==> config.mk <==
export PLATFORM = sky130hd
export DESIGN_NAME = multilevel_feedback_scheduler_top
export DESIGN_NICKNAME = d
export VERILOG_FILES = /design/src/hdl/mfs_pkg.sv /design/src/hdl/mfs_ctrl.sv /design/src/hdl/mfs_datapath.sv /design/src/hdl/multilevel_feedback_scheduler_top.sv
export SDC_FILE = /design/constraint.sdc
export NUM_CORES = 2
export LEC_CHECK = 0
export BUFFER_PORTS_ARGS = -buffer_cell sky130_fd_sc_hd__buf_2
export CAP_MARGIN = 20
export CORE_ASPECT_RATIO = 1.4
export CORE_MARGIN = 8
export CORE_UTILIZATION = 50
export CTS_BUF_LIST = sky130_fd_sc_hd__clkbuf_4 sky130_fd_sc_hd__clkbuf_8
export DETAILED_ROUTE_END_ITERATION = 8
export PLACE_DENSITY = 0.65
export SLEW_MARGIN = 10
export SYNTH_ARGS = -nofsm -noshare
export SYNTH_HDL_FRONTEND = slang
export SYNTH_SLANG_ARGS = --single-unit
==> constraint.sdc <==
create_clock -name clk -period 19.6 [get_ports clk]
set_input_delay 1.96 -clock clk [delete_from_list [all_inputs] [get_ports clk]]
set_output_delay 1.96 -clock clk [all_outputs]
set_load 0.005 [all_outputs]
==> src/hdl/mfs_pkg.sv <==
// Shared codes and controller/datapath interface types for the feedback queue scheduler.
package mfs_pkg;

  // request kinds on the input word
  localparam logic REQ_LOAD = 1'b0;
  localparam logic REQ_STEP = 1'b1;

  // result status codes
  localparam logic [1:0] STATUS_LOADED     = 2'd0;
  localparam logic [1:0] STATUS_DISPATCHED = 2'd1;
  localparam logic [1:0] STATUS_IDLE       = 2'd2;
  localparam logic [1:0] STATUS_REJECTED   = 2'd3;

  // queue levels
  localparam int         NUM_LEVELS = 4;
  localparam logic [1:0] LEVEL_RT   = 2'd0;
  localparam logic [1:0] LEVEL_U1   = 2'd1;
  localparam logic [1:0] LEVEL_U2   = 2'd2;
  localparam logic [1:0] LEVEL_LAST = 2'd3;

  // controller to datapath commands
  typedef struct packed {
    logic capture;      // latch the accepted input word
    logic load_commit;  // store new process, enqueue it, post load result
    logic reject;       // post table-full result
    logic idle;         // post all-queues-empty result
    logic dequeue;      // pop front of selected level, start fifo read
    logic fetch;        // latch popped pid, start time read
    logic finish;       // write back, requeue, post dispatch result
  } cmd_t;

  // datapath to controller status
  typedef struct packed {
    logic is_load;      // latched word is a load request
    logic table_full;   // no process numbers left
    logic any_ready;    // at least one queue holds a process
    logic out_free;     // result register can take a new word
  } stat_t;

endpackage

==> src/hdl/mfs_ctrl.sv <==
// Sequencing state machine for the feedback queue scheduler.
module mfs_ctrl import mfs_pkg::*; (
  input  logic  clk,
  input  logic  rst,
  input  logic  item_valid,
  output logic  item_ready,
  input  stat_t stat,
  output cmd_t  cmd
);

  typedef enum logic [3:0] {
    S_IDLE  = 4'b0001,
    S_SEL   = 4'b0010,
    S_FETCH = 4'b0100,
    S_TIME  = 4'b1000
  } state_t;

  state_t state, state_next;

  // state register
  always_ff @(posedge clk) begin
    if (rst) begin
      state <= S_IDLE;
    end else begin
      state <= state_next;
    end
  end

  // no word is taken while reset is held
  assign item_ready = (state == S_IDLE) && !rst;

  // next state and commands
  always_comb begin
    cmd        = '0;
    state_next = state;
    unique case (state)
      S_IDLE: begin
        if (item_valid && item_ready) begin
          cmd.capture = 1'b1;
          state_next  = S_SEL;
        end
      end
      S_SEL: begin
        if (stat.is_load) begin
          if (stat.out_free) begin
            if (stat.table_full) cmd.reject = 1'b1;
            else                 cmd.load_commit = 1'b1;
            state_next = S_IDLE;
          end
        end else if (stat.any_ready) begin
          cmd.dequeue = 1'b1;
          state_next  = S_FETCH;
        end else if (stat.out_free) begin
          cmd.idle   = 1'b1;
          state_next = S_IDLE;
        end
      end
      S_FETCH: begin
        cmd.fetch  = 1'b1;
        state_next = S_TIME;
      end
      S_TIME: begin
        if (stat.out_free) begin
          cmd.finish = 1'b1;
          state_next = S_IDLE;
        end
      end
      default: begin
        state_next = S_IDLE;
      end
    endcase
  end

endmodule

==> src/hdl/mfs_datapath.sv <==
// Queue memories, time table, counters and result register of the scheduler.
module mfs_datapath import mfs_pkg::*; #(
  parameter int MAX_PROCS = 64,
  parameter int TIME_BITS = 8
) (
  input  logic        clk,
  input  logic        rst,
  input  cmd_t        cmd,
  output stat_t       stat,
  input  logic        req_type,
  input  logic [1:0]  priority_req,
  input  logic [7:0]  cpu_time,
  output logic        result_valid,
  input  logic        result_ready,
  output logic [1:0]  status,
  output logic [5:0]  pid,
  output logic [1:0]  level,
  output logic [7:0]  run_length,
  output logic [7:0]  remaining,
  output logic        finished,
  output logic [15:0] slice_number
);

  localparam int PW  = $clog2(MAX_PROCS);
  localparam int CW  = $clog2(MAX_PROCS + 1);
  localparam int QD  = 1 << PW;
  localparam int PXW = (PW > 6) ? PW : 6;
  localparam int TXW = (TIME_BITS > 8) ? TIME_BITS : 8;
  localparam logic [TXW-1:0] TIME_MAX = TXW'((64'd1 << TIME_BITS) - 64'd1);

  // latched request
  logic                 req_r;
  logic [1:0]           prio_r;
  logic [TIME_BITS-1:0] time_in_r;
  logic [TXW-1:0]       cpu_ext;

  // queue bookkeeping
  logic [PW-1:0] heads  [NUM_LEVELS];
  logic [CW-1:0] counts [NUM_LEVELS];
  logic [CW-1:0] next_pid;
  logic [15:0]   slice_counter;
  logic [1:0]    lvl_r;
  logic [PW-1:0] pid_r;

  // memories, one power-of-two region per level
  logic [PW-1:0]        fifo_mem [NUM_LEVELS * QD];
  logic [TIME_BITS-1:0] time_mem [MAX_PROCS];
  logic [PW-1:0]        fifo_rdata;
  logic [TIME_BITS-1:0] time_rdata;

  // level select
  logic [1:0] lvl_sel;
  logic       any_ready;

  always_comb begin
    any_ready = 1'b1;
    lvl_sel   = LEVEL_RT;
    priority if (counts[0] != '0) lvl_sel = LEVEL_RT;
    else if (counts[1] != '0)     lvl_sel = LEVEL_U1;
    else if (counts[2] != '0)     lvl_sel = LEVEL_U2;
    else if (counts[3] != '0)     lvl_sel = LEVEL_LAST;
    else                          any_ready = 1'b0;
  end

  // dispatch arithmetic, valid while the time read data is present
  logic                 is_rt;
  logic                 rem_zero;
  logic [TIME_BITS-1:0] rem_dec;
  logic                 requeue;
  logic [1:0]           next_lvl;
  logic [15:0]          slice_inc;

  assign is_rt     = (lvl_r == LEVEL_RT);
  assign rem_zero  = (time_rdata == '0);
  assign rem_dec   = time_rdata - TIME_BITS'(1);
  assign requeue   = !is_rt && !rem_zero && (rem_dec != '0);
  assign next_lvl  = (lvl_r == LEVEL_LAST) ? LEVEL_LAST : lvl_r + 2'd1;
  assign slice_inc = slice_counter + 16'd1;

  // enqueue slot
  logic [1:0]    enq_lvl;
  logic [PW-1:0] enq_pid;
  logic          enq_do;
  logic          enq_ok;
  logic [CW:0]   slot_sum;
  logic [CW:0]   slot_wrap;
  logic [PW-1:0] slot;

  assign enq_lvl   = cmd.load_commit ? prio_r : next_lvl;
  assign enq_pid   = cmd.load_commit ? next_pid[PW-1:0] : pid_r;
  assign enq_ok    = (counts[enq_lvl] != CW'(MAX_PROCS));
  assign enq_do    = (cmd.load_commit || (cmd.finish && requeue)) && enq_ok;
  assign slot_sum  = (CW+1)'(heads[enq_lvl]) + (CW+1)'(counts[enq_lvl]);
  assign slot_wrap = (slot_sum >= (CW+1)'(MAX_PROCS)) ? slot_sum - (CW+1)'(MAX_PROCS)
                                                     : slot_sum;
  assign slot      = slot_wrap[PW-1:0];

  // head advance with wrap
  logic [PW:0]   head_inc;
  logic [PW-1:0] head_adv;
  assign head_inc = (PW+1)'(heads[lvl_sel]) + (PW+1)'(1);
  assign head_adv = (head_inc == (PW+1)'(MAX_PROCS)) ? '0 : head_inc[PW-1:0];

  // status to controller
  assign stat.is_load    = (req_r == REQ_LOAD);
  assign stat.table_full = (next_pid == CW'(MAX_PROCS));
  assign stat.any_ready  = any_ready;
  assign stat.out_free   = !result_valid || result_ready;

  // input capture with saturation to the stored time width
  assign cpu_ext = TXW'(cpu_time);

  always_ff @(posedge clk) begin
    if (cmd.capture) begin
      req_r     <= req_type;
      prio_r    <= priority_req;
      time_in_r <= (cpu_ext > TIME_MAX) ? TIME_MAX[TIME_BITS-1:0] : cpu_ext[TIME_BITS-1:0];
    end
    if (cmd.dequeue) lvl_r <= lvl_sel;
    if (cmd.fetch)   pid_r <= fifo_rdata;
  end

  // level fifo memory
  always_ff @(posedge clk) begin
    if (enq_do) fifo_mem[{enq_lvl, slot}] <= enq_pid;
    fifo_rdata <= fifo_mem[{lvl_sel, heads[lvl_sel]}];
  end

  // remaining time memory; read data holds while the result waits
  always_ff @(posedge clk) begin
    if (cmd.load_commit) begin
      time_mem[next_pid[PW-1:0]] <= time_in_r;
    end else if (cmd.finish && !rem_zero) begin
      time_mem[pid_r] <= is_rt ? '0 : rem_dec;
    end
    if (cmd.fetch) time_rdata <= time_mem[fifo_rdata];
  end

  // heads, counts, process numbers and slice counter
  always_ff @(posedge clk) begin
    if (rst) begin
      for (int l = 0; l < NUM_LEVELS; l++) begin
        heads[l]  <= '0;
        counts[l] <= '0;
      end
      next_pid      <= '0;
      slice_counter <= '0;
    end else begin
      if (cmd.dequeue) begin
        heads[lvl_sel]  <= head_adv;
        counts[lvl_sel] <= counts[lvl_sel] - CW'(1);
      end
      if (enq_do) begin
        counts[enq_lvl] <= counts[enq_lvl] + CW'(1);
      end
      if (cmd.load_commit) next_pid <= next_pid + CW'(1);
      if (cmd.finish && !is_rt) slice_counter <= slice_inc;
    end
  end

  // result register
  logic [PXW-1:0] pid_new_ext;
  logic [PXW-1:0] pid_run_ext;
  logic [TXW-1:0] run_ext;
  logic [TXW-1:0] rem_ext;

  assign pid_new_ext = PXW'(next_pid[PW-1:0]);
  assign pid_run_ext = PXW'(pid_r);
  assign run_ext     = is_rt ? TXW'(time_rdata) : (rem_zero ? '0 : TXW'(1));
  assign rem_ext     = requeue ? TXW'(rem_dec) : '0;

  always_ff @(posedge clk) begin
    if (rst) begin
      result_valid <= 1'b0;
    end else if (cmd.load_commit || cmd.reject || cmd.idle || cmd.finish) begin
      result_valid <= 1'b1;
    end else if (result_ready) begin
      result_valid <= 1'b0;
    end
  end

  always_ff @(posedge clk) begin
    if (cmd.load_commit || cmd.reject || cmd.idle) begin
      status       <= cmd.load_commit ? STATUS_LOADED
                    : (cmd.reject ? STATUS_REJECTED : STATUS_IDLE);
      pid          <= cmd.load_commit ? pid_new_ext[5:0] : 6'd0;
      level        <= LEVEL_RT;
      run_length   <= 8'd0;
      remaining    <= 8'd0;
      finished     <= 1'b0;
      slice_number <= 16'd0;
    end else if (cmd.finish) begin
      status       <= STATUS_DISPATCHED;
      pid          <= pid_run_ext[5:0];
      level        <= lvl_r;
      run_length   <= run_ext[7:0];
      remaining    <= rem_ext[7:0];
      finished     <= !requeue;
      slice_number <= is_rt ? slice_counter : slice_inc;
    end
  end

endmodule

==> src/hdl/multilevel_feedback_scheduler_top.sv <==
// Top level of the four-level feedback queue scheduler.
// Each input word is a load (priority and CPU time) or a dispatch step, and
// each gives exactly one result word. A load, a rejected load and an idle step
// pass through the idle and select states; the result register is written
// as the select state ends; a dispatch step passes through the idle, select,
// fetch and time states, with a registered read of the level fifo memory
// followed by a registered read of the remaining-time memory, and the result
// and the write-back are written as the time state ends. One word is in work
// at a time; a result waiting in the output register delays only the final
// state of the next word. The memories need no clearing after reset.
module multilevel_feedback_scheduler_top import mfs_pkg::*; #(
  parameter int MAX_PROCS = 64,
  parameter int TIME_BITS = 8
) (
  input  logic        clk,
  input  logic        rst,
  input  logic        item_valid,
  output logic        item_ready,
  input  logic        req_type,
  input  logic [1:0]  priority_req,
  input  logic [7:0]  cpu_time,
  output logic        result_valid,
  input  logic        result_ready,
  output logic [1:0]  status,
  output logic [5:0]  pid,
  output logic [1:0]  level,
  output logic [7:0]  run_length,
  output logic [7:0]  remaining,
  output logic        finished,
  output logic [15:0] slice_number
);

  cmd_t  cmd;
  stat_t stat;

  mfs_ctrl u_ctrl (
    .clk        (clk),
    .rst        (rst),
    .item_valid (item_valid),
    .item_ready (item_ready),
    .stat       (stat),
    .cmd        (cmd)
  );

  mfs_datapath #(
    .MAX_PROCS (MAX_PROCS),
    .TIME_BITS (TIME_BITS)
  ) u_dp (
    .clk          (clk),
    .rst          (rst),
    .cmd          (cmd),
    .stat         (stat),
    .req_type     (req_type),
    .priority_req (priority_req),
    .cpu_time     (cpu_time),
    .result_valid (result_valid),
    .result_ready (result_ready),
    .status       (status),
    .pid          (pid),
    .level        (level),
    .run_length   (run_length),
    .remaining    (remaining),
    .finished     (finished),
    .slice_number (slice_number)
  );

endmodule

* After elaboration in Yosys (flattened, before gate mapping)
Memories as Yosys holds them, arrays and structs flattened. A register that Yosys moved wholly into a read port is not among the register bits. Index checks and enable logic that the tools add are counted.
Word-level totals: register bits after elaboration 90, memories 4, RAM bits 2100, output and inout port bits 45
Cells by class: add/subtract/negate cells 9, reductions and logical operators 31, magnitude comparators 2, mux-type cells 71, eq/ne operators 9
Memories:
- u_dp.fifo_mem | words 256, width 6, rd ports 1, clocked after Yosys merged registers in 1, wr ports 1, RTL line mfs_datapath.sv:46 | logic [PW-1:0] fifo_mem [NUM_LEVELS * QD];
- u_dp.time_mem | words 64, width 8, rd ports 1, clocked after Yosys merged registers in 1, wr ports 1, RTL line mfs_datapath.sv:47 | logic [TIME_BITS-1:0] time_mem [MAX_PROCS];
- u_dp.counts | words 4, width 7, rd ports 6, clocked after Yosys merged registers in 0, wr ports 4, RTL line mfs_datapath.sv:39 | logic [CW-1:0] counts [NUM_LEVELS];
- u_dp.heads | words 4, width 6, rd ports 2, clocked after Yosys merged registers in 0, wr ports 4, RTL line mfs_datapath.sv:38 | logic [PW-1:0] heads [NUM_LEVELS];
Operators by type and width (number):
- 6-bit two-way mux | 8
- 1-bit two-way mux | 35
- 8-bit two-way mux | 4
- 2-bit two-way mux | 15
- 7-bit nonzero test | 4
- 4-bit two-way mux | 5
- 16-bit by 1-bit adder with 16-bit output (second input constant) | 1
- 16-bit two-way mux | 1
- 4-bit one-hot mux with 4 select lines | 1
- 7-bit by 1-bit adder with 7-bit output (second input constant) | 2
- 7-bit == test (second input constant) | 2
- 7-bit two-way mux | 2
- 7-bit OR reduction | 2
- 6-bit by 7-bit adder with 8-bit output | 1
- 8-bit by 7-bit greater-or-equal comparator with 1-bit output (second input constant) | 1
- 8-bit greater-than comparator (second input constant) | 1
- 1-bit logical AND | 8
- 8-bit logical NOT | 1
- 8-bit nonzero test | 1
- 8-bit OR reduction | 1
- 8-bit by 1-bit subtractor with 8-bit output (second input constant) | 1
- 6-bit by 1-bit adder with 7-bit output (second input constant) | 1
- 7-bit inequality test (second input constant) | 1
- 7-bit by 1-bit subtractor with 7-bit output (second input constant) | 1
- 13 further kinds | 22

* Depth between registers and ports, before layout
An unclocked memory read counts as a cell.
depth in word-level cells 18, gate-level depth with buffers 20

* Modules after synthesis
A second synthesis with hierarchy kept.
Second synthesis, totals: cell total of the unflattened synthesis 6008, area, all modules 90524.3 um2
By module, submodules not included:
- mfs_datapath | instances 1, area an instance 90236.5 um2, cells an instance 5972, sequential area each 65412.7 um2
- mfs_ctrl | instances 1, area an instance 287.8 um2, cells an instance 36, sequential area each 80.1 um2

* Worst setup path after synthesis
OpenSTA, ideal clock, no wires.
path type input port to flip-flop, start point input port result_ready, end point memory u_dp.fifo_mem[0][0] (netlist bit), data pin, arrival time 12.690 ns, slack 4.722 ns, stages 5, setup time 2.188 ns, buffers on the path 2, cells stage by stage nand2b_1 -> o2111ai_2 -> clkbuf_1 -> clkbuf_1 -> o21ai_0
Between the ends: word-level cells in the longest chain between the ends 5
RTL lines:
- start, declared | RTL line multilevel_feedback_scheduler_top.sv:23 | input logic result_ready,
- 1-bit logical OR | RTL line mfs_datapath.sv:108 | assign stat.out_free = !result_valid || result_ready;
- 2-bit two-way mux | RTL line mfs_ctrl.sv:45 | if (stat.out_free) begin
- 2-bit two-way mux | RTL line mfs_ctrl.sv:44 | if (stat.is_load) begin
- 4-bit two-way mux | RTL line mfs_ctrl.sv:36 | unique case (state)
- 6-bit two-way mux | RTL line mfs_datapath.sv:90 | assign enq_pid = cmd.load_commit ? next_pid[PW-1:0] : pid_r;
- named net u_dp.enq_pid[0] | RTL line mfs_datapath.sv:82 | logic [PW-1:0] enq_pid;
- end, declared | RTL line mfs_datapath.sv:46
The timed path passes the listed nets, and every way through them passes these cells.

==> out/metrics.yaml <==
clock_network:
  clk_latency_ns: 1.06
  cts_max_level: 5
  cts_tree: "built"
  ctsHoldBuffers: 0
  clkTransAtPathRegs_ns: 0.06
  cts_resized: 0
  numCtsBuffers: 346
  cts_buffer_depth: 4
  cts.sinks: 2204
  cts_setup_buffers: 0
  root_buffer: "clkbuf_8"
placed_design:
  portBuffers: 59
  dp_cells: 7780
  gp_congestion: 0.929
  hpwl_um: 143000
flow_run:
  drv_cap: 0
critical_path:
  arrival_ns: 8.33
  required_ns: 20.44
  reg2reg_slack_ns: 12.10
  crit_type: "reg -> reg"
  start_kind: "flip-flop"
  r2r_cells: 14
  path_max_fanout: 134
  crit_path_end_kind: "flip-flop"
drt:
  drt_iter0_markers: 4963
  dr.pass1.iters: 7
  vias: 51100
  drtAntennaViolNets: 0
  drc_errors: 0
  wl_um: 236000
  avgViaCountPerCell: 6.10
  wl_per_cell_um: 28.2
synthesis:
  synth_nets: 5681
  yosys.area.top_type: "edfxtp_1"
  syn_area_um2: 89300
  yosysSeqAreaShare_pct: 73.4
  synth_most_common_cell: "edfxtp_1"
  synth_edf_count: 2135
  synthTopCellsByCount: "edfxtp_1 (2135), nand2_1 (653), mux2i_1 (494)"
  avgSynthCellArea_um2: 15.8
  yosysUniqueCellTypes: 77
  synthArstFlopShare_pct: 0
  synth_seq_cells: 2204
  synthFlopType: "edfxtp_1"
  synth_top_area_share_pct: 71.8
  synth_area_leaders: "edfxtp_1 (72%), mux2i_1 (5.5%), mux4_2 (4.9%)"
  syn_inst: 5652
  yosysWarningCount: 0
pwr:
  clkPwrFrac_pct: 39.6
  sequentialPowerShare_pct: 53.8
  p_leak_nw: 33.2
  fin_total_pwr_w: 0.00956
  intPower_w: 0.00740
  switching_power_w: 0.00216
  swShare_pct: 22.6
  powerDensity_nw_per_um2: 96.8
  vdd_drop_max_uv: 80.1
  power_frac_comb_pct: 6.6
global_routing:
  grt_pass1_vias: 51900
  grt-ovfl-total: 0
  grt_max_degree: 185
  antenna_found_initial: 3
  grt_usage_pct: 23.9
  grt_pass1_wl_um: 342000
floorplanning:
  fp.coreArea_um2: 177000
  die_area_um2: 192000
  die_w_um: 373
  io_pins: 60
  initial_core_util_pct: 50.3
  die_h_um: 516
  rows: 183
sta:
  setup_viol: 0
  finClkSkew_ns: 0.0733
  rsz0062_at_grt: "no"
  slew_headroom_pct: 18.5
  hold_violations: 0
  min_period_ns: 7.50
  tns_ns: 0
  worstMarginPinSlew_ns: 1.22
  drv_slew: 0
  fmax_mhz: 133
  finalCritPeriodShare_pct: 38.3
finish:
  final_cells: 8381
  syn2layout_area_growth_pct: 10.7
  drive_gt1_share_pct: 16.5
  nets: 5846
min_path:
  min_path_type: "reg -> reg"
  hold_path_depth: 1
status:
  status: "finished clean"
per-layer routing:
layer  vias up  share of wire [%]  track usage [%]
met5         -                  0                0
li1      22400                  -                -
met1     25800                 37             28.2
met4         0                5.8             13.1
met3       601                6.5             4.27
met2      2286                 51             41.5
cell usage in the layout (no fill, tap or decap), types with 32 or more instances in the layout:
| cell type | n |
|---|---|
| mux2i_1 | 493 |
| o21ai_0 | 50 |
| clkbuf_4 | 97 |
| mux4_2 | 194 |
| a211oi_1 | 57 |
| a21oi_1 | 230 |
| edfxtp_1 | 2135 |
| nand2_1 | 643 |
| clkinv_1 | 69 |
| dfxtp_1 | 65 |
| inv_1 | 54 |
| nor2_2 | 32 |
| xor2_1 | 32 |
| a2111oi_0 | 34 |
| clkbuf_8 | 360 |
| buf_4 | 86 |
| nor4_1 | 64 |
| o221ai_1 | 165 |
| nor3_1 | 34 |
| nand3_1 | 266 |
| buf_2 | 60 |
| clkinv_2 | 51 |
| nor2_1 | 416 |
power by group through the flow:
stage | sequential, W | clock, W | combinational (W)
after floorplan | 0.00523 | 0 | 0.000423
after global placement | 0.00525 | 0 | 0.000628
after detailed placement | 0.00525 | 0 | 0.000631
after CTS | 0.00515 | 0.00384 | 0.000634
after global routing | 0.00515 | 0.00404 | 0.000661
final | 0.00515 | 0.00379 | 0.000630
cell families (layout without fill, tap and decap cells):
kind of cell | count (synthesis) | count (layout) | share of synthesized area (%)
AOI/OAI and AO/OA | 689 | 689 | 5.35
xor gates and xnor gates | 60 | 60 | 0.635
adders and majority gates | 14 | 14 | 0.205
other | 0 | 3 | 0
and+or+nand+nor | 1572 | 1572 | 7.75
DFF | 2204 | 2204 | 73.4
buffers and inverters | 397 | 811 | 1.85
muxes | 716 | 716 | 10.8
path summary, 6_finish.rpt:
path	from	endpoint
hold reg to reg	u_dp.remaining[7]	u_dp.remaining[7]
hold / removal	u_dp.remaining[7]	u_dp.remaining[7]
setup reg to reg	u_dp.counts[0][2]	u_dp.fifo_rdata[2]
setup / recovery	u_dp.counts[0][2]	u_dp.fifo_rdata[2]
final cells by class:
cell class | count | area [µm²]
clock inverters | 140 | 953
inverters | 59 | 236
flip-flops and latches | 2204 | 65500
well taps | 2312 | 2890
clock buffers | 457 | 5680
repair buffers | 155 | 1130
diodes | 3 | 7.51
fillers | 13800 | 78700
multi-input cells | 3051 | 22400
sequential cells by signal, indices dropped and copies added, names as in the netlist, 16 cells and up:
name / count
u_dp.fifo_mem: 1536
u_dp.heads: 24
u_dp.counts: 28
u_dp.slice_counter: 16
u_dp.slice_number: 16
u_dp.time_mem: 512
stage by stage:
step	utilization, %	hold slack (ns)	area, µm²	setup WS, ns
finish	55.7	0.457	98800	12.10
global route	55.7	0.473	98800	11.83
CTS	55.7	0.454	98800	12.22
detailed placement	51.9	0.435	92100	11.25
global placement	51.9	0.433	92100	11.41
floorplan	-	0.406	89300	4.72
critical path, cell delays in order, from the launching register on:
cell and delay [ns]:
edfxtp_1 0.44, nor4_1 0.50, nand4_1 0.44, nor3_2 0.29, buf_4 0.32, a211o_4 0.57
buf_4 0.74, buf_4 0.68, buf_12 0.65, mux2_2 0.43, mux4_2 0.46, a32oi_1 0.31
o41ai_1 0.21, o31ai_1 0.84, nand4_1 0.18
No activity file was read; power rests on OpenSTA's default activity.
